File: src/rtl/bocp_pkg.sv
// shared constants for the box overlap block
`timescale 1ns / 1ps
`default_nettype none

package bocp_pkg;

  localparam int COORD_WIDTH_DEF = 16;
  localparam int QUEUE_DEPTH_DEF = 4;

endpackage

`default_nettype wire

File: src/rtl/bocp_queue.sv
// small register queue between the front and back pipelines
`timescale 1ns / 1ps
`default_nettype none

module bocp_queue #(
  parameter int WIDTH = 8,
  parameter int DEPTH = bocp_pkg::QUEUE_DEPTH_DEF
) (
  input  logic             clk,
  input  logic             rst,
  input  logic             in_valid,
  output logic             in_ready,
  input  logic [WIDTH-1:0] in_data,
  output logic             out_valid,
  input  logic             out_ready,
  output logic [WIDTH-1:0] out_data
);
  localparam int PW = (DEPTH > 1) ? $clog2(DEPTH) : 1;
  localparam int CW = $clog2(DEPTH + 1);

  logic [WIDTH-1:0] mem [DEPTH];
  logic [PW-1:0]    wptr, rptr;
  logic [CW-1:0]    count;
  logic             push, pop;

  assign in_ready  = count != CW'(DEPTH);
  assign out_valid = count != '0;
  assign push      = in_valid && in_ready;
  assign pop       = out_valid && out_ready;
  assign out_data  = mem[rptr];

  always_ff @(posedge clk) begin
    if (rst) begin
      wptr  <= '0;
      rptr  <= '0;
      count <= '0;
    end else begin
      if (push) begin
        wptr <= (wptr == PW'(DEPTH - 1)) ? '0 : wptr + 1'b1;
      end
      if (pop) begin
        rptr <= (rptr == PW'(DEPTH - 1)) ? '0 : rptr + 1'b1;
      end
      if (push && !pop) begin
        count <= count + 1'b1;
      end else if (pop && !push) begin
        count <= count - 1'b1;
      end
    end
  end

  always_ff @(posedge clk) begin
    if (push) begin
      mem[wptr] <= in_data;
    end
  end

endmodule

`default_nettype wire

File: config.mk
export PLATFORM = sky130hd
export DESIGN_NAME = bocp_queue
export DESIGN_NICKNAME = d
export VERILOG_FILES = /design/src/rtl/bocp_pkg.sv /design/src/rtl/bocp_queue.sv
export SDC_FILE = /design/constraint.sdc
export NUM_CORES = 1
export LEC_CHECK = 0
export BUFFER_PORTS_ARGS = -buffer_cell sky130_fd_sc_hd__buf_2
export CORE_MARGIN = 4
export CORE_UTILIZATION = 40
export CTS_CLUSTER_DIAMETER = 120
export DETAILED_ROUTE_END_ITERATION = 7
export PLACE_DENSITY_LB_ADDON = 0.05
export REMOVE_ABC_BUFFERS = 1
export SLEW_MARGIN = 20
export SYNTH_ARGS = -nofsm -noshare
export SYNTH_HDL_FRONTEND = slang
export SYNTH_SLANG_ARGS = --single-unit
File: constraint.sdc
create_clock -name clk -period 2.97 [get_ports clk]
set_input_delay 0 -clock clk [delete_from_list [all_inputs] [get_ports clk]]
set_output_delay 0 -clock clk [all_outputs]
set_load 0.1 [all_outputs]
==> impl_metrics.toml, run 1 <==
[cts]
cts-root-buf = "clkbuf_8"
post_cts_buffers = 0
clk-insertion-delay-late_ns = 0.29
clk_pin_slew_ns = 0.08
cts.sinks = 41
cts_tree = "yes"
cts_buffers = 5
cts-hold-fix-buffers = 9
clockBufferDepth = 2
htree_num_levels = 2
ctsResizeCount = 0

[worst_setup_path]
path_max_fanout = 5
r2r_end = "count[2]$_SDFFE_PP0P_"
cpMaxStageDelayCell = "o31ai_1"
crit_buf_inv = 1
worstPathArrival_ns = 2.58
worstSetupPathType = "flop to flop"
worst_r2r_startpoint = "count[0]$_SDFFE_PP0P_"
critPathMaxStageDelay_ns = 0.50
cp.required_ns = 3.19
cp-end-kind = "flop"
crit_chain = "o31ai_1 -> ha_1 -> inv_1 -> fa_1 -> xor2_1 -> or3_2 -> a21oi_1"
r2r_slack_ns = 0.61
start_kind = "flop"
r2r_cells = 7
crit_family = "adder cells"

[logic_synthesis]
seq_area_frac_synth_pct = 69.83
yosys.cell_types.count = 26
yosysMostFrequentCell = "edfxtp_1"
dominantRegCellSynth = "edfxtp_1"
synth_top_cell_area_share_pct = 58.81
avgSynthCellArea_um2 = 18.16
synth_commonest_cells = "32 x edfxtp_1, 9 x dfxtp_1, 8 x mux4_2"
synth-compound-area-share_pct = 2.144
ys_warn_count = 0
ys_top_cells_by_area = "edfxtp_1 59%, dfxtp_1 11%, mux4_2 11%"
muxShareOfSynthArea_pct = 12.86
synth_top_family_by_area = "multiplexers"
synth-edff-count = 32
async_reset_ff_share_pct = 0
synthSimpleGateAreaFrac_pct = 6.508
synth_fa_ha_area_share_pct = 5.819
synth.cell_area_um2 = 1634
ys_seq_elements = 41
yosysTopAreaCell = "edfxtp_1"
syn_inst = 90
synth_xor_area_share_pct = 1.072

[sta]
final.setup.worst_slack_ns = 0.6125
slew_viol_final = 0
hold_viol_final = 0
period_minus_slack_ns = 2.358
setup_viol_count_final = 0
rsz0062_at_grt = "false"
relSlewSlack_pct = 62.52
max_freq_mhz = 424.2
min_period_over_period_pct = 79.38
finalSetupTns_ns = 0
timing.hold.ws_ns = 0.03098
worst_slew_pin_slew_ns = 0.5614
clock_skew_ns = 0.004440

[min_path]
holdPathStages = 3
worstHoldStart = "in_valid"
min_to = "wptr[0]$_SDFFE_PP0P_"
hold_path.class = "primary input to flop"

[die]
die_area_um2 = 5172
io_pins = 22
coreArea_um2 = 3799
die_height_um = 71.92
die-width_um = 71.92
initial_core_util_pct = 43.02
rows = 22

[global_route]
antenna_found_initial = 0
grtUsageMet3_pct = 3.878
first_global_vias = 929
busiest_layer = "met2"
grt_use_met2_pct = 20.71
grtUsageMet1_pct = 13.13
grt_first_pass_wirelength_mm = 4.464
grt.total_usage_pct = 11.82
grt_overflow = 0
grt_start_max_net_pins = 14

[detailed_routing]
wl_per_cell_um = 15.55
postRouteAntennaNets = 0
dr.pass1.iters = 4
first_iter_violations = 80
wl_mm = 2.674
vias_per_cell = 4.994
num_vias = 859
drt_drc_violations_left = 0

[cells_and_area]
fin_util_pct = 51.55
syn2layout_area_growth_pct = 19.83
antennaDiodeCount = 0
drive_above_1_share_pct = 36.29
final_nets = 142

[power]
leakagePower_uw = 0.0007251
peakVddDrop_mv = 0.9483
p_per_area_nw_per_um2 = 986.4
power_uw = 1931

[outcome]
outcome = "finished clean"

[placement]
dp_slack_ns = 0.5744
numPortBuffers = 21
hpwl_mm = 1.854
gp_congestion = 0.7918

[job]
drv_cap = 0
-- registers in the layout (all words and copies together), names as in the netlist, named ones only --
name,flops
count,3
mem,32
rptr,2
wptr,2
-- metal layers --
metal / vias up / part of all wire (%)
met1: 426 / 38
li1: 408 / -
met2: 21 / 55
met3: 4 / 5.0
met4: 0 / 1.6
met5: - / 0
-- stage by stage --
stage | instance area [µm²] | std cells
after floorplan | 1617 | 86
after global placement | 1782 | 155
after detailed placement | 1782 | 155
after CTS | 1958 | 172
after global routing | 1958 | 172
final | 1958 | 172
-- placed cells by master (no fill, tap or decap), types with 2 or more instances in the layout --
master,instances
or3_2,2
inv_1,3
dlygate4sd3_1,9
a21oi_1,2
clkinv_2,2
edfxtp_1,32
nor2_1,3
nand2b_1,2
mux2i_1,3
buf_2,21
dfxtp_1,9
ha_1,6
clkbuf_8,5
and3_2,4
xor2_1,2
mux4_2,8
-- worst min-delay path: cells and delay by family --
family | cells | cell delay (ns)
compound gates | 1 | 0.07
buf+inv | 1 | 0.12
simple gates | 1 | 0.09
-- how the worst max path moves through the flow --
stage | cells past startpoint | startpoint | end | slack, ns
6_report | 7 | count[0]$_SDFFE_PP0P_ | count[2]$_SDFFE_PP0P_ | 0.61
4_1_cts | 7 | count[0]$_SDFFE_PP0P_ | count[2]$_SDFFE_PP0P_ | 0.57
5_1_grt | 7 | count[0]$_SDFFE_PP0P_ | count[2]$_SDFFE_PP0P_ | 0.42
3_3_place_gp | 7 | count[0]$_SDFFE_PP0P_ | count[2]$_SDFFE_PP0P_ | 0.71
3_5_place_dp | 7 | count[0]$_SDFFE_PP0P_ | count[2]$_SDFFE_PP0P_ | 0.57
2_1_floorplan | 8 | count[0]$_SDFFE_PP0P_ | count[2]$_SDFFE_PP0P_ | 0.15
-- power by group --
group | internal [µW] | switching, µW | leakage, µW
sequential | 705 | 69.6 | 0.000367
clock | 162 | 181 | 0.0000439
combinational | 215 | 599 | 0.000314
total | 1080 | 849 | 0.000725
-- layout make-up --
type	instances	area (µm²)
fill	332	1841
sequential	41	1141
multi-input combinational	42	464.2
timing repair buffer	30	195.2
clock buffer	5	68.82
tap	48	60.06
clock inverter	3	17.52
inverter	3	11.26
-- kinds of logic (layout without fill, tap and decap cells) --
logic type / after synthesis / count (layout)
mux: 11 / 11
buf+inv: 7 / 41
fa+ha+maj: 7 / 7
simple gates: 17 / 17
flops: 41 / 41
compound gates: 5 / 5
xor+xnor: 2 / 2
No activity file was read; power rests on OpenSTA's default activity.
==> inputs of run 2 (changes only) <==
==> constraint.sdc (replaced) <==
create_clock -name clk -period 2.1 [get_ports clk]
set_input_delay 0 -clock clk [delete_from_list [all_inputs] [get_ports clk]]
set_output_delay 0 -clock clk [all_outputs]
set_load 0.1 [all_outputs]
==> impl_metrics.toml, run 2 (synthesis gave the netlist of run 1 again) <==
[global_route]
grt.total_usage_pct = 11.34
grt_overflow = 0
first_global_vias = 881
grt_start_max_net_pins = 13
grt_first_pass_wirelength_mm = 4.264
antenna_found_initial = 0

[detailed_routing]
wl_per_cell_um = 14.80
drt_drc_violations_left = 0
dr.pass1.iters = 4
postRouteAntennaNets = 0
first_iter_violations = 28
wl_mm = 2.635
vias_per_cell = 4.904
num_vias = 873

[sta]
finalSetupTns_ns = 0
hold_viol_final = 0
clock_skew_ns = 0.003716
final.setup.worst_slack_ns = 0.07775
rsz0062_at_grt = "false"
period_minus_slack_ns = 2.022
max_freq_mhz = 494.5
worst_slew_pin_slew_ns = 0.4880
relSlewSlack_pct = 67.69
setup_viol_count_final = 0
slew_viol_final = 0
min_period_over_period_pct = 96.30

[power]
peakVddDrop_mv = 1.287
power_uw = 2974
leakagePower_uw = 0.0007648
p_per_area_nw_per_um2 = 1442

[placement]
hpwl_mm = 1.799
placedInstanceArea_um2 = 1827
numPortBuffers = 21
gp_congestion = 0.6410
dp_slack_ns = 0.001755
place_inst = 161

[die]
coreArea_um2 = 3799
initial_core_util_pct = 43.02
io_pins = 22
die_height_um = 71.92
die_area_um2 = 5172
rows = 22
die-width_um = 71.92

[cts]
clockBufferDepth = 2
clk_pin_slew_ns = 0.07
post_cts_buffers = 0
cts_tree = "yes"
cts.sinks = 41
cts_buffers = 5
clk-insertion-delay-late_ns = 0.28
cts-root-buf = "clkbuf_8"
htree_num_levels = 2

[cells_and_area]
fillCellCount = 325
regMostFlops = "mem"
syn2layout_area_growth_pct = 26.19
stdcell_area_um2 = 2062
final_nets = 148
mostFrequentLayoutCell = "edfxtp_1"
drive_above_1_share_pct = 43.08
layout_common_cells = "32 x edfxtp_1, 21 x buf_2, 9 x dlygate4sd3_1, 8 x mux4_2"
seq_area_um2 = 1147
largest_register_ffs = 32
finalNonFillerCells = 178
antennaDiodeCount = 0
reg.largest.list = "mem: 32 flops, count: 3 flops"
multi_input_area_um2 = 496.7

[outcome]
outcome = "finished clean"

[worst_setup_path]
cp-end-kind = "flop"
worstSetupPathType = "flop to flop"
start_kind = "flop"
cp.required_ns = 2.32
path_max_fanout = 5
worstPathArrival_ns = 2.24

[min_path]
hold_path.class = "primary input to flop"

[job]
drv_cap = 0
[run 2: area by class of cell]
type	instances	share of cell area (%)
Multi-Input combinational cell	42	24.09
Clock inverter	2	1.638
Inverter	3	0.5461
Timing Repair Buffer	36	11.65
Clock buffer	6	3.519
Tap cell	48	2.913
Sequential cell	41	55.64
[run 2: metal layers]
layer	track usage [%]	part of all wire (%)	up-vias
met5	0	0	-
met4	5.428	1.6	0
met3	4.571	6.5	5
met2	19.39	50	21
met1	12.21	41	426
li1	-	-	421
[run 2: worst paths after layout]
kind,cells past startpoint,slack [ns],to,from
setup reg to reg,8,0.08,count[2]$_SDFFE_PP0P_,count[2]$_SDFFE_PP0P_
hold / removal,3,0.02,wptr[0]$_SDFFE_PP0P_,in_valid
hold reg to reg,2,0.49,flop,rptr[0]$_SDFFE_PP0P_
setup / recovery,8,0.08,count[2]$_SDFFE_PP0P_,count[2]$_SDFFE_PP0P_
[run 2: critical path: stages, from the launching register on]
cell	delay, ns
dfxtp_4	0.38
or3b_1	0.36
and2_4	0.18
ha_4	0.16
inv_1	0.06
fa_2	0.19
xor2_1	0.07
or3_2	0.42
a21oi_2	0.14
[run 2: stage by stage]
| step | hold slack, ns | util (%) |
|---|---|---|
| after floorplan | 0.06907 | - |
| after global placement | 0.2130 | 48.09 |
| after detailed placement | 0.2189 | 48.09 |
| after CTS | 0.01517 | 53.43 |
| after global routing | 0.04736 | 54.28 |
| final | 0.01872 | 54.28 |
[run 2: timing repair]
item                       in CTS  in global routing
pin swaps                       0                  2
gates resized for setup         2                  8
hold endpoints to repair       33                  0
setup endpoints to repair       1                  1
hold buffers                    9                  0
[run 2: where the power goes]
| part | leakage [µW] | internal, µW | total, µW | switching, µW |
|---|---|---|---|---|
| Combinational | 0.000343 | 390 | 1300 | 908 |
| Sequential | 0.000369 | 1010 | 1090 | 79.9 |
| Clock | 0.0000528 | 350 | 588 | 238 |
