`config.mk`:
```
export PLATFORM = sky130hd
export DESIGN_NAME = bocp_back_flat
export DESIGN_NICKNAME = d
export VERILOG_FILES = /design/src/rtl/bocp_pkg.sv /design/src/rtl/bocp_chan_if.sv /design/src/rtl/bocp_back.sv /design/src/flat_wrapper.sv
export SDC_FILE = /design/constraint.sdc
export NUM_CORES = 2
export LEC_CHECK = 0
export BUFFER_PORTS_ARGS = -buffer_cell sky130_fd_sc_hd__buf_4
export CAP_MARGIN = 20
export CORE_AREA = 2 2 355 357
export CTS_BUF_LIST = sky130_fd_sc_hd__clkbuf_8
export CTS_CLUSTER_DIAMETER = 120
export DETAILED_ROUTE_END_ITERATION = 8
export DIE_AREA = 0 0 357 359
export GPL_TIMING_DRIVEN = 0
export PLACE_DENSITY = 0.86
export SYNTH_ARGS = -nofsm -noshare
export SYNTH_HDL_FRONTEND = slang
export SYNTH_SLANG_ARGS = --single-unit
```
`constraint.sdc`:
```
create_clock -name clk -period 11.2 [get_ports clk]
set_input_delay 1.68 -clock clk [delete_from_list [all_inputs] [get_ports clk]]
set_output_delay 1.68 -clock clk [all_outputs]
set_load 0.05 [all_outputs]
```
`src/rtl/bocp_pkg.sv`:
```
// shared constants for the box overlap block
`timescale 1ns / 1ps
`default_nettype none

package bocp_pkg;

  localparam int COORD_WIDTH_DEF = 16;
  localparam int QUEUE_DEPTH_DEF = 4;

endpackage

`default_nettype wire

```
`src/rtl/bocp_chan_if.sv`:
```
// request and response channel interfaces for the box overlap block
`timescale 1ns / 1ps
`default_nettype none


interface bocp_rsp_if ();
  logic valid;
  logic ready;
  logic circle_hit;
  logic box_hit;

  modport source (output valid, circle_hit, box_hit, input ready);
  modport sink (input valid, circle_hit, box_hit, output ready);
endinterface

`default_nettype wire

```
`src/rtl/bocp_back.sv`:
```
// back pipeline: split wide products and the final circle and box decision
`timescale 1ns / 1ps
`default_nettype none

module bocp_back #(
  parameter int COORD_WIDTH = bocp_pkg::COORD_WIDTH_DEF
) (
  input  logic clk,
  input  logic rst,
  input  logic q_valid,
  output logic q_ready,
  input  logic [2+2*(2*COORD_WIDTH+3)/2+2*(2*COORD_WIDTH-1)-1:0] q_data,
  bocp_rsp_if.source rsp
);
  localparam int DW    = 2 * COORD_WIDTH + 3;
  localparam int AW    = 2 * COORD_WIDTH - 1;
  localparam int DL    = (DW + 1) / 2;
  localparam int DH    = DW - DL;
  localparam int AL    = (AW + 1) / 2;
  localparam int AH    = AW - AL;
  localparam int DSQ_W = 2 * DW;
  localparam int PW    = 2 * AW;
  localparam int AB4_W = 2 * AW + 2;

  logic          e_axis, e_neg;
  logic [DW-1:0] e_d;
  logic [AW-1:0] e_a, e_b;

  assign {e_axis, e_neg, e_d, e_a, e_b} = q_data;

  logic adv;
  assign adv     = !rsp.valid || rsp.ready;
  assign q_ready = adv;

  // stage 1: partial products, each operand at most half the word, rounded up
  logic             t1_valid;
  logic             t1_neg, t1_axis;
  logic [2*DL-1:0]  t1_dll;
  logic [DL+DH-1:0] t1_dlh;
  logic [2*DH-1:0]  t1_dhh;
  logic [2*AL-1:0]  t1_all;
  logic [AL+AH-1:0] t1_alh, t1_ahl;
  logic [2*AH-1:0]  t1_ahh;

  // stage 2: reassembled products
  logic             t2_valid;
  logic             t2_neg, t2_axis;
  logic [DSQ_W-1:0] t2_dsq;
  logic [AB4_W-1:0] t2_ab4;

  logic [DSQ_W-1:0] dsq;
  logic [PW-1:0]    prod;
  logic             circle;

  always_comb begin
    dsq  = {t1_dhh, t1_dll} + (DSQ_W'(t1_dlh) << (DL + 1));
    prod = {t1_ahh, t1_all} + (PW'(t1_alh) << AL) + (PW'(t1_ahl) << AL);
    // a negative difference already means the circles overlap
    circle = t2_neg || (t2_dsq < DSQ_W'(t2_ab4));
  end

  always_ff @(posedge clk) begin
    if (rst) begin
      t1_valid  <= 1'b0;
      t2_valid  <= 1'b0;
      rsp.valid <= 1'b0;
    end else if (adv) begin
      t1_valid  <= q_valid;
      t2_valid  <= t1_valid;
      rsp.valid <= t2_valid;
    end
  end

  always_ff @(posedge clk) begin
    if (adv) begin
      t1_neg  <= e_neg;
      t1_axis <= e_axis;
      t1_dll  <= e_d[DL-1:0] * e_d[DL-1:0];
      t1_dlh  <= e_d[DL-1:0] * e_d[DW-1:DL];
      t1_dhh  <= e_d[DW-1:DL] * e_d[DW-1:DL];
      t1_all  <= e_a[AL-1:0] * e_b[AL-1:0];
      t1_alh  <= e_a[AL-1:0] * e_b[AW-1:AL];
      t1_ahl  <= e_a[AW-1:AL] * e_b[AL-1:0];
      t1_ahh  <= e_a[AW-1:AL] * e_b[AW-1:AL];

      t2_neg  <= t1_neg;
      t2_axis <= t1_axis;
      t2_dsq  <= dsq;
      t2_ab4  <= {prod, 2'b00};

      rsp.circle_hit <= circle;
      rsp.box_hit    <= circle && t2_axis;
    end
  end

endmodule

`default_nettype wire

```
`src/flat_wrapper.sv`:
```
// flat-port wrapper written by rule: the top's interface ports become plain ports
module bocp_back_flat 
#(
  parameter int COORD_WIDTH = bocp_pkg::COORD_WIDTH_DEF
)
  (clk, rst, q_valid, q_ready, q_data, rsp_valid, rsp_circle_hit, rsp_box_hit, rsp_ready);
  bocp_rsp_if rsp_i ();
  input  logic clk;
  input  logic rst;
  input  logic q_valid;
  output logic q_ready;
  input  logic [2+2*(2*COORD_WIDTH+3)/2+2*(2*COORD_WIDTH-1)-1:0] q_data;
  output wire logic [$bits(rsp_i.valid)-1:0] rsp_valid;
  output wire logic [$bits(rsp_i.circle_hit)-1:0] rsp_circle_hit;
  output wire logic [$bits(rsp_i.box_hit)-1:0] rsp_box_hit;
  input wire logic [$bits(rsp_i.ready)-1:0] rsp_ready;
  assign rsp_valid = rsp_i.valid;
  assign rsp_circle_hit = rsp_i.circle_hit;
  assign rsp_box_hit = rsp_i.box_hit;
  assign rsp_i.ready = rsp_ready;
  bocp_back #(.COORD_WIDTH(COORD_WIDTH)) u_core (.clk(clk), .rst(rst), .q_valid(q_valid), .q_ready(q_ready), .q_data(q_data), .rsp(rsp_i));
endmodule
```
==> impl_metrics.prom <==
# TYPE chip_impl_metric gauge
chip_impl_info{name="synth_area_leader_cell",value="fa_1"} 1
chip_impl_metric{name="synth.cell_area",unit="um2"} 75300
chip_impl_metric{name="synthDistinctLibCells",unit=""} 85
chip_impl_metric{name="register_area",unit="um2"} 10900
chip_impl_metric{name="critical_path_arrival",unit="ns"} 9.66
chip_impl_metric{name="cts-buffers-inserted",unit=""} 49
chip_impl_metric{name="final_cell_area",unit="um2"} 79400
chip_impl_metric{name="drive_gt1_share",unit="%"} 2.88
chip_impl_metric{name="max_cap_check_violation_count",unit=""} 0
chip_impl_metric{name="multi_input_gate_area_in_the_final_layout",unit="um2"} 56600
chip_impl_metric{name="dp_cells",unit=""} 9591
chip_impl_metric{name="setup-violations-final",unit=""} 0
chip_impl_metric{name="globalRouteTotalUtil",unit="%"} 35.2
chip_impl_metric{name="finalHoldViolCount",unit=""} 0
chip_impl_metric{name="filler_cell_count",unit=""} 9961
chip_impl_metric{name="max_slew_margin_vs_limit",unit="%"} 22.5
chip_impl_info{name="grt_setup_unrepaired",value="false"} 1
chip_impl_metric{name="place_area",unit="um2"} 78300
chip_impl_metric{name="initial_antenna_violation_count",unit=""} 27
chip_impl_metric{name="vias",unit=""} 56600
chip_impl_metric{name="timing.critical_path.slowest_cell_delay",unit="ns"} 0.78
chip_impl_metric{name="floorplan.die.height",unit="um"} 359
chip_impl_metric{name="clk_pin_slew",unit="ns"} 0.07
chip_impl_metric{name="grt-ovfl-total",unit=""} 0
chip_impl_metric{name="setup_tns",unit="ns"} 0
chip_impl_metric{name="tightestPinTransition",unit="ns"} 1.16
chip_impl_metric{name="core.rowCount",unit=""} 130
chip_impl_metric{name="synth-seq-cells",unit=""} 365
chip_impl_metric{name="clock-skew-final",unit="ns"} 0.0200
chip_impl_metric{name="synth.net_count",unit=""} 10200
chip_impl_info{name="critical_path_cell_by_cell",value="buf_4 -> clkbuf_1 -> clkbuf_1 -> nand2_1 -> fa_1 -> fa_1 -> fa_1 -> inv_1 -> fa_1 -> fa_1 -> inv_1 -> fa_1 -> inv_1 -> ha_1 -> nand2_1 -> nor4_1 -> o31ai_1 -> a21oi_1 -> o311ai_1 -> a311oi_1 -> nor3_1 -> o211ai_1 -> a21oi_1 -> xnor2_1"} 1
chip_impl_metric{name="post-route-period-util",unit="%"} 83.4
chip_impl_info{name="status",value="finished clean"} 1
chip_impl_metric{name="detail_route.wirelength",unit="um"} 219000
chip_impl_metric{name="final_nets",unit=""} 10300
chip_impl_metric{name="cts_repair_resize_count",unit=""} 0
chip_impl_metric{name="synth_enable_flop_cells",unit=""} 362
chip_impl_metric{name="area_of_the_placeable_core",unit="um2"} 125000
chip_impl_metric{name="worst_hold_slack",unit="ns"} 0.422
chip_impl_metric{name="die-width",unit="um"} 357
chip_impl_metric{name="drcViolationCount",unit=""} 0
chip_impl_info{name="dominant_synthesized_flop_cell",value="edfxtp_1"} 1
chip_impl_metric{name="syn_to_final_growth",unit="%"} 5.34
chip_impl_metric{name="synth.top_cell.area_share",unit="%"} 37.2
chip_impl_metric{name="vias_per_cell",unit=""} 5.84
chip_impl_metric{name="htree_levels",unit=""} 2
chip_impl_metric{name="detail_route.iter0.violations",unit=""} 5567
chip_impl_info{name="tritoncts",value="built"} 1
chip_impl_metric{name="syn_avg_cell_area",unit="um2"} 9.62
chip_impl_metric{name="worst-r2r-setup-slack",unit="ns"} 6.38
chip_impl_metric{name="period_needed",unit="ns"} 9.34
chip_impl_metric{name="wl_per_cell",unit="um"} 22.6
chip_impl_metric{name="max_freq",unit="MHz"} 107
chip_impl_info{name="critical_path.slowest_cell",value="clkbuf_1"} 1
chip_impl_metric{name="crit_required",unit="ns"} 11.52
chip_impl_metric{name="clock_latency",unit="ns"} 0.61
chip_impl_metric{name="synth-warning-count",unit=""} 0
chip_impl_metric{name="finalNonFillerCells",unit=""} 9691
chip_impl_metric{name="initial_utilization",unit="%"} 60.5
chip_impl_metric{name="grt_start_max_net_pins",unit=""} 74
chip_impl_metric{name="dpl.hpwl",unit="um"} 182000
chip_impl_info{name="timing.setup.critical_path_class",value="primary input to flop"} 1
chip_impl_metric{name="drt_pass1_iterations",unit=""} 7
chip_impl_metric{name="first_global_vias",unit=""} 60500
chip_impl_metric{name="holdBufCountCts",unit=""} 0
chip_impl_info{name="synth.top_cells.by_area",value="fa_1 37%, edfxtp_1 14%, ha_1 14%"} 1
chip_impl_metric{name="port_buffers",unit=""} 103
chip_impl_info{name="ctsRootBufferMaster",value="clkbuf_8"} 1
chip_impl_metric{name="synth.yosys.seq_area_share",unit="%"} 14.5
chip_impl_info{name="min_path_type",value="flop to flop"} 1
chip_impl_metric{name="syn_inst",unit=""} 7832
chip_impl_metric{name="async_flop_share",unit="%"} 0
chip_impl_metric{name="die_area",unit="um2"} 128000
chip_impl_metric{name="clock_sinks",unit=""} 365
chip_impl_metric{name="final_max_slew_viol_count",unit=""} 0
chip_impl_info{name="startpoint_type",value="primary input"} 1
chip_impl_info{name="crit_path_capture_type",value="flop"} 1
chip_impl_metric{name="ios",unit=""} 107
chip_impl_metric{name="drt.antenna.violating_nets",unit=""} 0
chip_impl_info{name="crit_top_cell",value="fa_1"} 1
chip_impl_metric{name="global_route_wire_length_before_repair",unit="um"} 342000
chip_impl_metric{name="path_max_fanout",unit=""} 10
chip_impl_metric{name="gpl.final_weighted_congestion",unit=""} 1.02
chip_impl_metric{name="post_cts_setup_driven_buffer_insertion_count",unit=""} 0
chip_impl_metric{name="cts_buffer_depth",unit=""} 3
==> cells in the mapped netlist (95+ instances only) <==
master	count
a21o_1	131
a21oi_1	225
and2_1	757
clkbuf_1	312
edfxtp_1	362
fa_1	1402
ha_1	847
inv_1	1771
nand2_1	913
nor2_1	174
o21ai_0	95
xnor2_1	211
==> sequential cells by signal, indices dropped and copies added (netlist names), 30 cells and up <==
register / flops
u_core.t1_ahh: 30
u_core.t1_ahl: 31
u_core.t1_alh: 31
u_core.t1_all: 32
u_core.t1_dhh: 33
u_core.t1_dlh: 35
u_core.t1_dll: 34
u_core.t2_ab4: 62
u_core.t2_dsq: 68
==> area by class of cell <==
| type | instances | area share [%] |
|---|---|---|
| clock buffer | 53 | 0.919 |
| clock inverter | 36 | 0.331 |
| timing repair buffer | 110 | 1.17 |
| tap | 1650 | 2.60 |
| antenna | 10 | 0.0315 |
| buffer | 313 | 1.48 |
| sequential | 365 | 13.8 |
| inverter | 1772 | 8.38 |
| multi-input combinational | 5382 | 71.3 |
==> routing by layer <==
metal / share of wire, % / global-route usage, % / vias up
met2: 45 / 55.0 / 3074
met5: 0.047 / 0 / -
met3: 11 / 7.90 / 671
met4: 5.5 / 14.7 / 18
li1: - / - / 24300
met1: 38 / 47.4 / 28500
==> stage by stage <==
step	util [%]	worst slack, ns
floorplan	-	3.09
global placement	62.8	0.750
detailed placement	62.9	1.61
CTS	63.7	2.23
global route	63.7	1.74
finish	63.7	1.86
==> worst paths after layout <==
kind                                     from                          end  cells after the start
hold reg to reg    u_core.t1_dll[2]$_DFFE_PP_   u_core.t2_dsq[2]$_DFFE_PP_                      0
setup / recovery                   q_data[74]  u_core.t1_dll[35]$_DFFE_PP_                     24
hold / removal     u_core.t1_dll[2]$_DFFE_PP_   u_core.t2_dsq[2]$_DFFE_PP_                      0
setup reg to reg  u_core.t1_all[17]$_DFFE_PP_  u_core.t2_ab4[59]$_DFFE_PP_                     14
==> cells in the final DEF, fill, tap and decap left out, types with 53 or more instances in the layout <==
| cell type | netlist | routed |
|---|---|---|
| a21o_1 | 131 | 131 |
| a21oi_1 | 225 | 225 |
| and2_1 | 757 | 757 |
| buf_4 | 0 | 103 |
| clkbuf_1 | 312 | 312 |
| clkbuf_8 | 0 | 53 |
| edfxtp_1 | 362 | 362 |
| fa_1 | 1402 | 1402 |
| ha_1 | 847 | 847 |
| inv_1 | 1771 | 1782 |
| nand2_1 | 913 | 913 |
| nand3_1 | 56 | 56 |
| nor2_1 | 174 | 174 |
| o21ai_0 | 95 | 95 |
| xnor2_1 | 211 | 211 |
| xor2_1 | 82 | 82 |
==> critical path: cells and delay by family <==
kind	cells	cell delay, ns
and+or+nand+nor	4	0.78
buffers and inverters	6	1.70
xor gates and xnor gates	1	0.48
AOI/OAI and AO/OA	6	1.58
adders and majority gates	7	3.43
==> cells by family after synthesis <==
logic type,Yosys count,share of synthesized area (%)
xor+xnor,293,3.41
fa+ha+maj,2249,51.3
flops,365,14.5
simple gates,2135,14.0
buf+inv,2085,10.4
mux,8,0.110
compound gates,697,6.25
Power is left out: the tool's default activity adds up to more than one toggle a clock period on the data nets, which glitch-free logic cannot reach.
