[src/rtl/bocp_pkg.sv]
// shared constants for the box overlap block
`timescale 1ns / 1ps
`default_nettype none

package bocp_pkg;

  localparam int COORD_WIDTH_DEF = 16;
  localparam int QUEUE_DEPTH_DEF = 4;

endpackage

`default_nettype wire

[src/rtl/bocp_chan_if.sv]
// request and response channel interfaces for the box overlap block
`timescale 1ns / 1ps
`default_nettype none

interface bocp_req_if #(
  parameter int COORD_WIDTH = bocp_pkg::COORD_WIDTH_DEF
) ();
  logic                          valid;
  logic                          ready;
  logic signed [COORD_WIDTH-1:0] first_pos_x;
  logic signed [COORD_WIDTH-1:0] first_pos_y;
  logic        [COORD_WIDTH-2:0] first_width;
  logic        [COORD_WIDTH-2:0] first_height;
  logic signed [COORD_WIDTH-1:0] first_center_x;
  logic signed [COORD_WIDTH-1:0] first_center_y;
  logic signed [COORD_WIDTH-1:0] second_pos_x;
  logic signed [COORD_WIDTH-1:0] second_pos_y;
  logic        [COORD_WIDTH-2:0] second_width;
  logic        [COORD_WIDTH-2:0] second_height;
  logic signed [COORD_WIDTH-1:0] second_center_x;
  logic signed [COORD_WIDTH-1:0] second_center_y;

  modport source (
    output valid, first_pos_x, first_pos_y, first_width, first_height,
           first_center_x, first_center_y, second_pos_x, second_pos_y,
           second_width, second_height, second_center_x, second_center_y,
    input  ready
  );

  modport sink (
    input  valid, first_pos_x, first_pos_y, first_width, first_height,
           first_center_x, first_center_y, second_pos_x, second_pos_y,
           second_width, second_height, second_center_x, second_center_y,
    output ready
  );
endinterface


`default_nettype wire

[src/rtl/bocp_front.sv]
// front pipeline: centre distance, diagonals, axis overlap and the circle difference term
`timescale 1ns / 1ps
`default_nettype none

module bocp_front #(
  parameter int COORD_WIDTH = bocp_pkg::COORD_WIDTH_DEF
) (
  input  logic clk,
  input  logic rst,
  bocp_req_if.sink req,
  output logic q_valid,
  input  logic q_ready,
  output logic [2+2*(2*COORD_WIDTH+3)/2+2*(2*COORD_WIDTH-1)-1:0] q_data
);
  localparam int W  = COORD_WIDTH;
  localparam int SW = COORD_WIDTH - 1;
  localparam int DW = 2 * COORD_WIDTH + 3;
  localparam int AW = 2 * COORD_WIDTH - 1;

  logic adv;

  // stage 1: centre distances and axis tests
  logic          s1_valid;
  logic [W-1:0]  s1_dx, s1_dy;
  logic [SW-1:0] s1_w1, s1_h1, s1_w2, s1_h2;
  logic          s1_axis;

  logic signed [W:0] cdx, cdy, cdx_neg, cdy_neg;
  logic [W-1:0]      dx, dy;
  logic signed [W:0] p1x, p1y, p2x, p2y, w1e, h1e, w2e, h2e;
  logic              axis_ok;

  always_comb begin
    cdx = $signed({req.first_center_x[W-1], req.first_center_x})
        - $signed({req.second_center_x[W-1], req.second_center_x});
    cdy = $signed({req.first_center_y[W-1], req.first_center_y})
        - $signed({req.second_center_y[W-1], req.second_center_y});
    cdx_neg = -cdx;
    cdy_neg = -cdy;
    dx = cdx[W] ? cdx_neg[W-1:0] : cdx[W-1:0];
    dy = cdy[W] ? cdy_neg[W-1:0] : cdy[W-1:0];

    p1x = $signed({req.first_pos_x[W-1], req.first_pos_x});
    p1y = $signed({req.first_pos_y[W-1], req.first_pos_y});
    p2x = $signed({req.second_pos_x[W-1], req.second_pos_x});
    p2y = $signed({req.second_pos_y[W-1], req.second_pos_y});
    w1e = $signed({2'b00, req.first_width});
    h1e = $signed({2'b00, req.first_height});
    w2e = $signed({2'b00, req.second_width});
    h2e = $signed({2'b00, req.second_height});

    // strict overlap, touching edges do not count
    axis_ok = (p1x < p2x + w2e) && (p1y < p2y + h2e)
           && (p1x + w1e > p2x) && (p1y + h1e > p2y);
  end

  // stage 2: squares
  logic            s2_valid;
  logic [2*W-1:0]  s2_dx2, s2_dy2;
  logic [2*SW-1:0] s2_w1sq, s2_h1sq, s2_w2sq, s2_h2sq;
  logic            s2_axis;

  // stage 3: sums
  logic          s3_valid;
  logic [DW-1:0] s3_four_l;
  logic [AW-1:0] s3_a, s3_b;
  logic [2*W-1:0] s3_ab;
  logic          s3_axis;

  logic [2*W:0] l_sum;
  assign l_sum = {1'b0, s2_dx2} + {1'b0, s2_dy2};

  // stage 4: difference term and its sign
  logic          s4_valid;
  logic          s4_neg;
  logic [DW-1:0] s4_d;
  logic [AW-1:0] s4_a, s4_b;
  logic          s4_axis;

  assign adv       = !s4_valid || q_ready;
  assign req.ready = adv;
  assign q_valid   = s4_valid;
  assign q_data    = {s4_axis, s4_neg, s4_d, s4_a, s4_b};

  always_ff @(posedge clk) begin
    if (rst) begin
      s1_valid <= 1'b0;
      s2_valid <= 1'b0;
      s3_valid <= 1'b0;
      s4_valid <= 1'b0;
    end else if (adv) begin
      s1_valid <= req.valid;
      s2_valid <= s1_valid;
      s3_valid <= s2_valid;
      s4_valid <= s3_valid;
    end
  end

  always_ff @(posedge clk) begin
    if (adv) begin
      s1_dx   <= dx;
      s1_dy   <= dy;
      s1_w1   <= req.first_width;
      s1_h1   <= req.first_height;
      s1_w2   <= req.second_width;
      s1_h2   <= req.second_height;
      s1_axis <= axis_ok;

      s2_dx2  <= s1_dx * s1_dx;
      s2_dy2  <= s1_dy * s1_dy;
      s2_w1sq <= s1_w1 * s1_w1;
      s2_h1sq <= s1_h1 * s1_h1;
      s2_w2sq <= s1_w2 * s1_w2;
      s2_h2sq <= s1_h2 * s1_h2;
      s2_axis <= s1_axis;

      s3_four_l <= {l_sum, 2'b00};
      s3_a      <= {1'b0, s2_w1sq} + {1'b0, s2_h1sq};
      s3_b      <= {1'b0, s2_w2sq} + {1'b0, s2_h2sq};
      s3_ab     <= {2'b00, s2_w1sq} + {2'b00, s2_h1sq}
                 + {2'b00, s2_w2sq} + {2'b00, s2_h2sq};
      s3_axis   <= s2_axis;

      s4_neg  <= s3_four_l < {3'b000, s3_ab};
      s4_d    <= s3_four_l - {3'b000, s3_ab};
      s4_a    <= s3_a;
      s4_b    <= s3_b;
      s4_axis <= s3_axis;
    end
  end

endmodule

`default_nettype wire

[src/flat_wrapper.sv]
// flat-port wrapper written by rule: the top's interface ports become plain ports
module bocp_front_flat 
#(
  parameter int COORD_WIDTH = bocp_pkg::COORD_WIDTH_DEF
)
  (clk, rst, q_valid, q_ready, q_data, req_valid, req_first_pos_x, req_first_pos_y, req_first_width, req_first_height, req_first_center_x, req_first_center_y, req_second_pos_x, req_second_pos_y, req_second_width, req_second_height, req_second_center_x, req_second_center_y, req_ready);
  bocp_req_if #(.COORD_WIDTH(COORD_WIDTH)) req_i ();
  input  logic clk;
  input  logic rst;
  output logic q_valid;
  input  logic q_ready;
  output logic [2+2*(2*COORD_WIDTH+3)/2+2*(2*COORD_WIDTH-1)-1:0] q_data;
  input wire logic [$bits(req_i.valid)-1:0] req_valid;
  input wire logic [$bits(req_i.first_pos_x)-1:0] req_first_pos_x;
  input wire logic [$bits(req_i.first_pos_y)-1:0] req_first_pos_y;
  input wire logic [$bits(req_i.first_width)-1:0] req_first_width;
  input wire logic [$bits(req_i.first_height)-1:0] req_first_height;
  input wire logic [$bits(req_i.first_center_x)-1:0] req_first_center_x;
  input wire logic [$bits(req_i.first_center_y)-1:0] req_first_center_y;
  input wire logic [$bits(req_i.second_pos_x)-1:0] req_second_pos_x;
  input wire logic [$bits(req_i.second_pos_y)-1:0] req_second_pos_y;
  input wire logic [$bits(req_i.second_width)-1:0] req_second_width;
  input wire logic [$bits(req_i.second_height)-1:0] req_second_height;
  input wire logic [$bits(req_i.second_center_x)-1:0] req_second_center_x;
  input wire logic [$bits(req_i.second_center_y)-1:0] req_second_center_y;
  output wire logic [$bits(req_i.ready)-1:0] req_ready;
  assign req_i.valid = req_valid;
  assign req_i.first_pos_x = req_first_pos_x;
  assign req_i.first_pos_y = req_first_pos_y;
  assign req_i.first_width = req_first_width;
  assign req_i.first_height = req_first_height;
  assign req_i.first_center_x = req_first_center_x;
  assign req_i.first_center_y = req_first_center_y;
  assign req_i.second_pos_x = req_second_pos_x;
  assign req_i.second_pos_y = req_second_pos_y;
  assign req_i.second_width = req_second_width;
  assign req_i.second_height = req_second_height;
  assign req_i.second_center_x = req_second_center_x;
  assign req_i.second_center_y = req_second_center_y;
  assign req_ready = req_i.ready;
  bocp_front #(.COORD_WIDTH(COORD_WIDTH)) u_core (.clk(clk), .rst(rst), .req(req_i), .q_valid(q_valid), .q_ready(q_ready), .q_data(q_data));
endmodule
[config.mk]
export PLATFORM = sky130hd
export DESIGN_NAME = bocp_front_flat
export DESIGN_NICKNAME = d
export VERILOG_FILES = /design/src/rtl/bocp_pkg.sv /design/src/rtl/bocp_chan_if.sv /design/src/rtl/bocp_front.sv /design/src/flat_wrapper.sv
export SDC_FILE = /design/constraint.sdc
export NUM_CORES = 2
export LEC_CHECK = 0
export ABC_CLOCK_PERIOD_IN_PS = 16800
export BUFFER_PORTS_ARGS = -buffer_cell sky130_fd_sc_hd__buf_2
export CORE_AREA = 2 2 365 367
export DETAILED_ROUTE_END_ITERATION = 8
export DIE_AREA = 0 0 367 369
export PLACE_DENSITY = 0.69
export SYNTH_ARGS = -nofsm -noshare
export SYNTH_HDL_FRONTEND = slang
export SYNTH_SLANG_ARGS = --single-unit
[constraint.sdc]
create_clock -name clk -period 16.8 [get_ports clk]
set_clock_uncertainty 0.05 [all_clocks]
set_input_delay 1.68 -clock clk [delete_from_list [all_inputs] [get_ports clk]]
set_output_delay 1.68 -clock clk [all_outputs]
set_load 0.01 [all_outputs]
==> impl_metrics.prom <==
# TYPE chip_impl_metric gauge
chip_impl_info{name="outcome",value="finished clean"} 1
chip_impl_metric{name="postCtsResizedCells",unit=""} 0
chip_impl_metric{name="wirelength",unit="mm"} 152
chip_impl_info{name="setup.worst_path.start_class",value="flop"} 1
chip_impl_metric{name="layout.core_utilization",unit=""} 0.559
chip_impl_info{name="r2r-end",value="u_core.s2_dx2[29]$_DFFE_PP_"} 1
chip_impl_info{name="layout_common_cells",value="1625 x inv_1, 908 x fa_1, 873 x ha_1"} 1
chip_impl_metric{name="dr.pass1.iters",unit=""} 5
chip_impl_metric{name="upper_clock_frequency_limit",unit="MHz"} 140
chip_impl_metric{name="number_of_remaining_drc_errors",unit=""} 0
chip_impl_info{name="worst_r2r_startpoint",value="u_core.s1_dx[3]$_DFFE_PP_"} 1
chip_impl_metric{name="max_slew_margin",unit=""} 0.205
chip_impl_metric{name="antenna_cells_inserted",unit=""} 0
chip_impl_metric{name="met2_wirelength",unit="mm"} 71.3
chip_impl_metric{name="cts.reportedPaths.clkPinSlew",unit="ns"} 0.06
chip_impl_metric{name="groute.usage.overall",unit=""} 0.230
chip_impl_metric{name="detailedPlacementHpwl",unit="mm"} 126
chip_impl_metric{name="wire_length_of_the_first_global_routing_pass",unit="mm"} 250
chip_impl_metric{name="cap_viol_max_count",unit=""} 0
chip_impl_info{name="predominant_post_synthesis_flop_cell",value="edfxtp_1"} 1
chip_impl_metric{name="layout-drive-gt1-share",unit=""} 0.0655
chip_impl_metric{name="synth_enable_flop_cells",unit=""} 499
chip_impl_metric{name="finalCritPeriodShare",unit=""} 0.426
chip_impl_metric{name="clock_tree.htree_level_count",unit=""} 2
chip_impl_metric{name="tightest_slew",unit="ns"} 1.16
chip_impl_metric{name="numClockSinks",unit=""} 503
chip_impl_metric{name="final-max-slew-violation-count",unit=""} 0
chip_impl_info{name="dr.max_layer_used",value="met4"} 1
chip_impl_metric{name="hold_viol",unit=""} 0
chip_impl_metric{name="mean_routed_wirelength_per_cell",unit="um"} 17.0
chip_impl_info{name="worstHoldPathType",value="flop to flop"} 1
chip_impl_metric{name="number_of_antenna_violations_at_the_first_check_in_global_routing",unit=""} 5
chip_impl_metric{name="synth_async_sr_flop_share",unit=""} 0
chip_impl_metric{name="post-cts-setup-buffer-count",unit=""} 0
chip_impl_info{name="cp-end-kind",value="flop"} 1
chip_impl_metric{name="arrival_time_of_the_worst_setup_path",unit="ns"} 7.55
chip_impl_info{name="grt_setup_unrepaired",value="no"} 1
chip_impl_metric{name="yosys.cell_types.count",unit=""} 88
chip_impl_metric{name="whs_path_depth",unit=""} 0
chip_impl_metric{name="ioPinCount",unit=""} 293
chip_impl_metric{name="worst-r2r-cell-count",unit=""} 23
chip_impl_metric{name="vias_per_cell",unit=""} 5.28
chip_impl_metric{name="place.port_buffers",unit=""} 292
chip_impl_metric{name="die_height",unit="um"} 369
chip_impl_metric{name="layout_min_cycle_time",unit="ns"} 7.15
chip_impl_metric{name="tritoncts.num_buffers",unit=""} 60
chip_impl_metric{name="synthesis.area",unit="um2"} 67800
chip_impl_metric{name="timing.final.setup_violations",unit=""} 0
chip_impl_metric{name="met3_wl_post_dr",unit="mm"} 8.59
chip_impl_metric{name="regToRegSetupSlack",unit="ns"} 9.65
chip_impl_metric{name="number_of_global_route_vias_before_repair",unit=""} 48900
chip_impl_info{name="timing.hold.worst_endpoint",value="u_core.s4_b[27]$_DFFE_PP_"} 1
chip_impl_metric{name="vias",unit=""} 47100
chip_impl_metric{name="ys_warn_count",unit=""} 0
chip_impl_metric{name="detail_route.iter0.violations",unit=""} 2896
chip_impl_metric{name="setup_total_negative_slack",unit="ns"} 0
chip_impl_metric{name="dieWidth",unit="um"} 367
chip_impl_metric{name="ys_seq_elements",unit=""} 503
chip_impl_metric{name="overflow",unit=""} 0
chip_impl_metric{name="worstPathRequired",unit="ns"} 17.20
chip_impl_info{name="classification_of_the_worst_setup_path",value="flop to flop"} 1
chip_impl_metric{name="final.hold.worst_slack",unit="ns"} 0.363
chip_impl_metric{name="coreArea",unit="um2"} 131000
chip_impl_metric{name="max-clock-path-buffers",unit=""} 3
chip_impl_metric{name="rows",unit=""} 133
chip_impl_info{name="layout_commonest_cell",value="inv_1"} 1
chip_impl_metric{name="synth.yosys.seq_area_share",unit=""} 0.222
chip_impl_metric{name="nets_in_the_synthesized_netlist",unit=""} 8828
chip_impl_metric{name="antenna_violating_nets_post_route",unit=""} 0
chip_impl_metric{name="critical_path_peak_fanout",unit=""} 15
chip_impl_info{name="hold_path_startpoint",value="u_core.s3_b[27]$_DFFE_PP_"} 1
chip_impl_metric{name="post_synth_inst_count",unit=""} 6855
chip_impl_metric{name="area_growth",unit="%"} 8.00
chip_impl_info{name="cts_tree",value="done"} 1
chip_impl_metric{name="wirelength_met1",unit="mm"} 66.3
chip_impl_metric{name="gpl.final_weighted_congestion",unit=""} 0.924
chip_impl_info{name="ctsRootBufferMaster",value="clkbuf_16"} 1
chip_impl_metric{name="floorplan.initialDensity",unit=""} 0.517
chip_impl_metric{name="cts_hold_repair.buffers",unit=""} 0
chip_impl_metric{name="worst_skew_pair.late_latency",unit="ns"} 0.70
chip_impl_metric{name="final_nets",unit=""} 9076
chip_impl_metric{name="grt_start_max_net_pins",unit=""} 77
chip_impl_metric{name="synthesis.area_per_instance",unit="um2"} 9.89
chip_impl_metric{name="die_area",unit="um2"} 135000
## worst max-delay path, cell delays in order, from the launching register on
cell and delay [ns]:
edfxtp_1 0.66, nand2_1 0.23, inv_1 0.09, fa_1 0.56
inv_1 0.06, fa_1 0.54, inv_1 0.06, fa_1 0.50
inv_1 0.06, fa_1 0.54, inv_1 0.06, fa_1 0.47
inv_1 0.05, fa_1 0.56, inv_1 0.06, ha_1 0.32
or3_1 0.35, o21ai_0 0.13, nor4_1 0.14, o41ai_1 0.56
o21ai_1 0.28, a21boi_0 0.33, o21ai_1 0.11, xor2_1 0.15
## logic make-up after synthesis
| group | count (synthesis) | synth area share |
|---|---|---|
| AOI/OAI and AO/OA | 953 | 0.0938 |
| xor gates and xnor gates | 412 | 0.0532 |
| adders and majority gates | 1781 | 0.429 |
| buffers and inverters | 1738 | 0.0964 |
| DFF | 503 | 0.222 |
| muxes | 16 | 0.00251 |
| other | 2 | 0.000111 |
| and+or+nand+nor | 1450 | 0.103 |
## synthesized netlist by cell type (26+ instances only)
master / count / area share
nor2b_1: 53 / 0.0049
o21a_1: 63 / 0.0070
nand2_1: 550 / 0.030
nor2_1: 258 / 0.014
xnor2_1: 281 / 0.036
inv_1: 1626 / 0.090
clkbuf_1: 109 / 0.0060
and3_1: 38 / 0.0035
a211oi_1: 41 / 0.0045
or3_1: 26 / 0.0024
o21bai_1: 46 / 0.0051
nand3_1: 70 / 0.0052
fa_1: 908 / 0.27
xor2_1: 131 / 0.017
nand4_1: 29 / 0.0027
ha_1: 873 / 0.16
nor3_1: 69 / 0.0051
nand2b_1: 43 / 0.0040
a31oi_1: 35 / 0.0032
a21o_1: 152 / 0.017
edfxtp_1: 499 / 0.22
a21oi_1: 283 / 0.021
and2_1: 244 / 0.023
o21ai_0: 121 / 0.0089
## area by class of cell
type	instances	area (um2)
fillers	11600	57900
multi-input cells	4614	46200
flip-flops and latches	503	15100
inverters	1626	6110
well taps	1755	2200
clock buffers	68	1550
repair buffers	298	1510
clock inverters	46	597
## per-layer routing
layer	global-route usage	vias to the layer above
met5	0	-
met4	0.0761	0
met3	0.0314	217
met2	0.380	1077
met1	0.313	23200
li1	-	22600
## through the flow
stage	area, um2	worst slack (ns)	std cells
6_report	73200	9.65	8910
5_1_grt	73200	9.44	8910
4_1_cts	73200	9.66	8910
3_5_place_dp	71100	9.66	8796
3_3_place_gp	71100	9.76	8796
2_1_floorplan	67800	3.55	6855
## state kept, by name, indices dropped and copies added, names as in the netlist, 29 cells and up
name,flops
u_core.s4_d,35
u_core.s2_w1sq,29
u_core.s3_b,31
u_core.s3_a,31
u_core.s2_h1sq,29
u_core.s2_w2sq,29
u_core.s4_a,31
u_core.s2_dx2,31
u_core.s2_h2sq,29
u_core.s4_b,31
u_core.s2_dy2,31
u_core.s3_ab,32
u_core.s3_four_l,33
## worst max path at each step
stage	cells after the start	slack (ns)	to	from
6_report	23	9.65	u_core.s2_dx2[29]$_DFFE_PP_	u_core.s1_dx[3]$_DFFE_PP_
5_1_grt	23	9.44	u_core.s2_dx2[31]$_DFFE_PP_	u_core.s1_dx[3]$_DFFE_PP_
4_1_cts	23	9.66	u_core.s2_dx2[29]$_DFFE_PP_	u_core.s1_dx[3]$_DFFE_PP_
3_5_place_dp	23	9.66	u_core.s2_dx2[29]$_DFFE_PP_	u_core.s1_dx[3]$_DFFE_PP_
3_3_place_gp	23	9.76	u_core.s2_dx2[29]$_DFFE_PP_	u_core.s1_dx[3]$_DFFE_PP_
2_1_floorplan	3	3.55	req_ready	q_ready
Power is not shown: default switching activity piles up to over one toggle a cycle in this logic, so the estimate is an artifact.
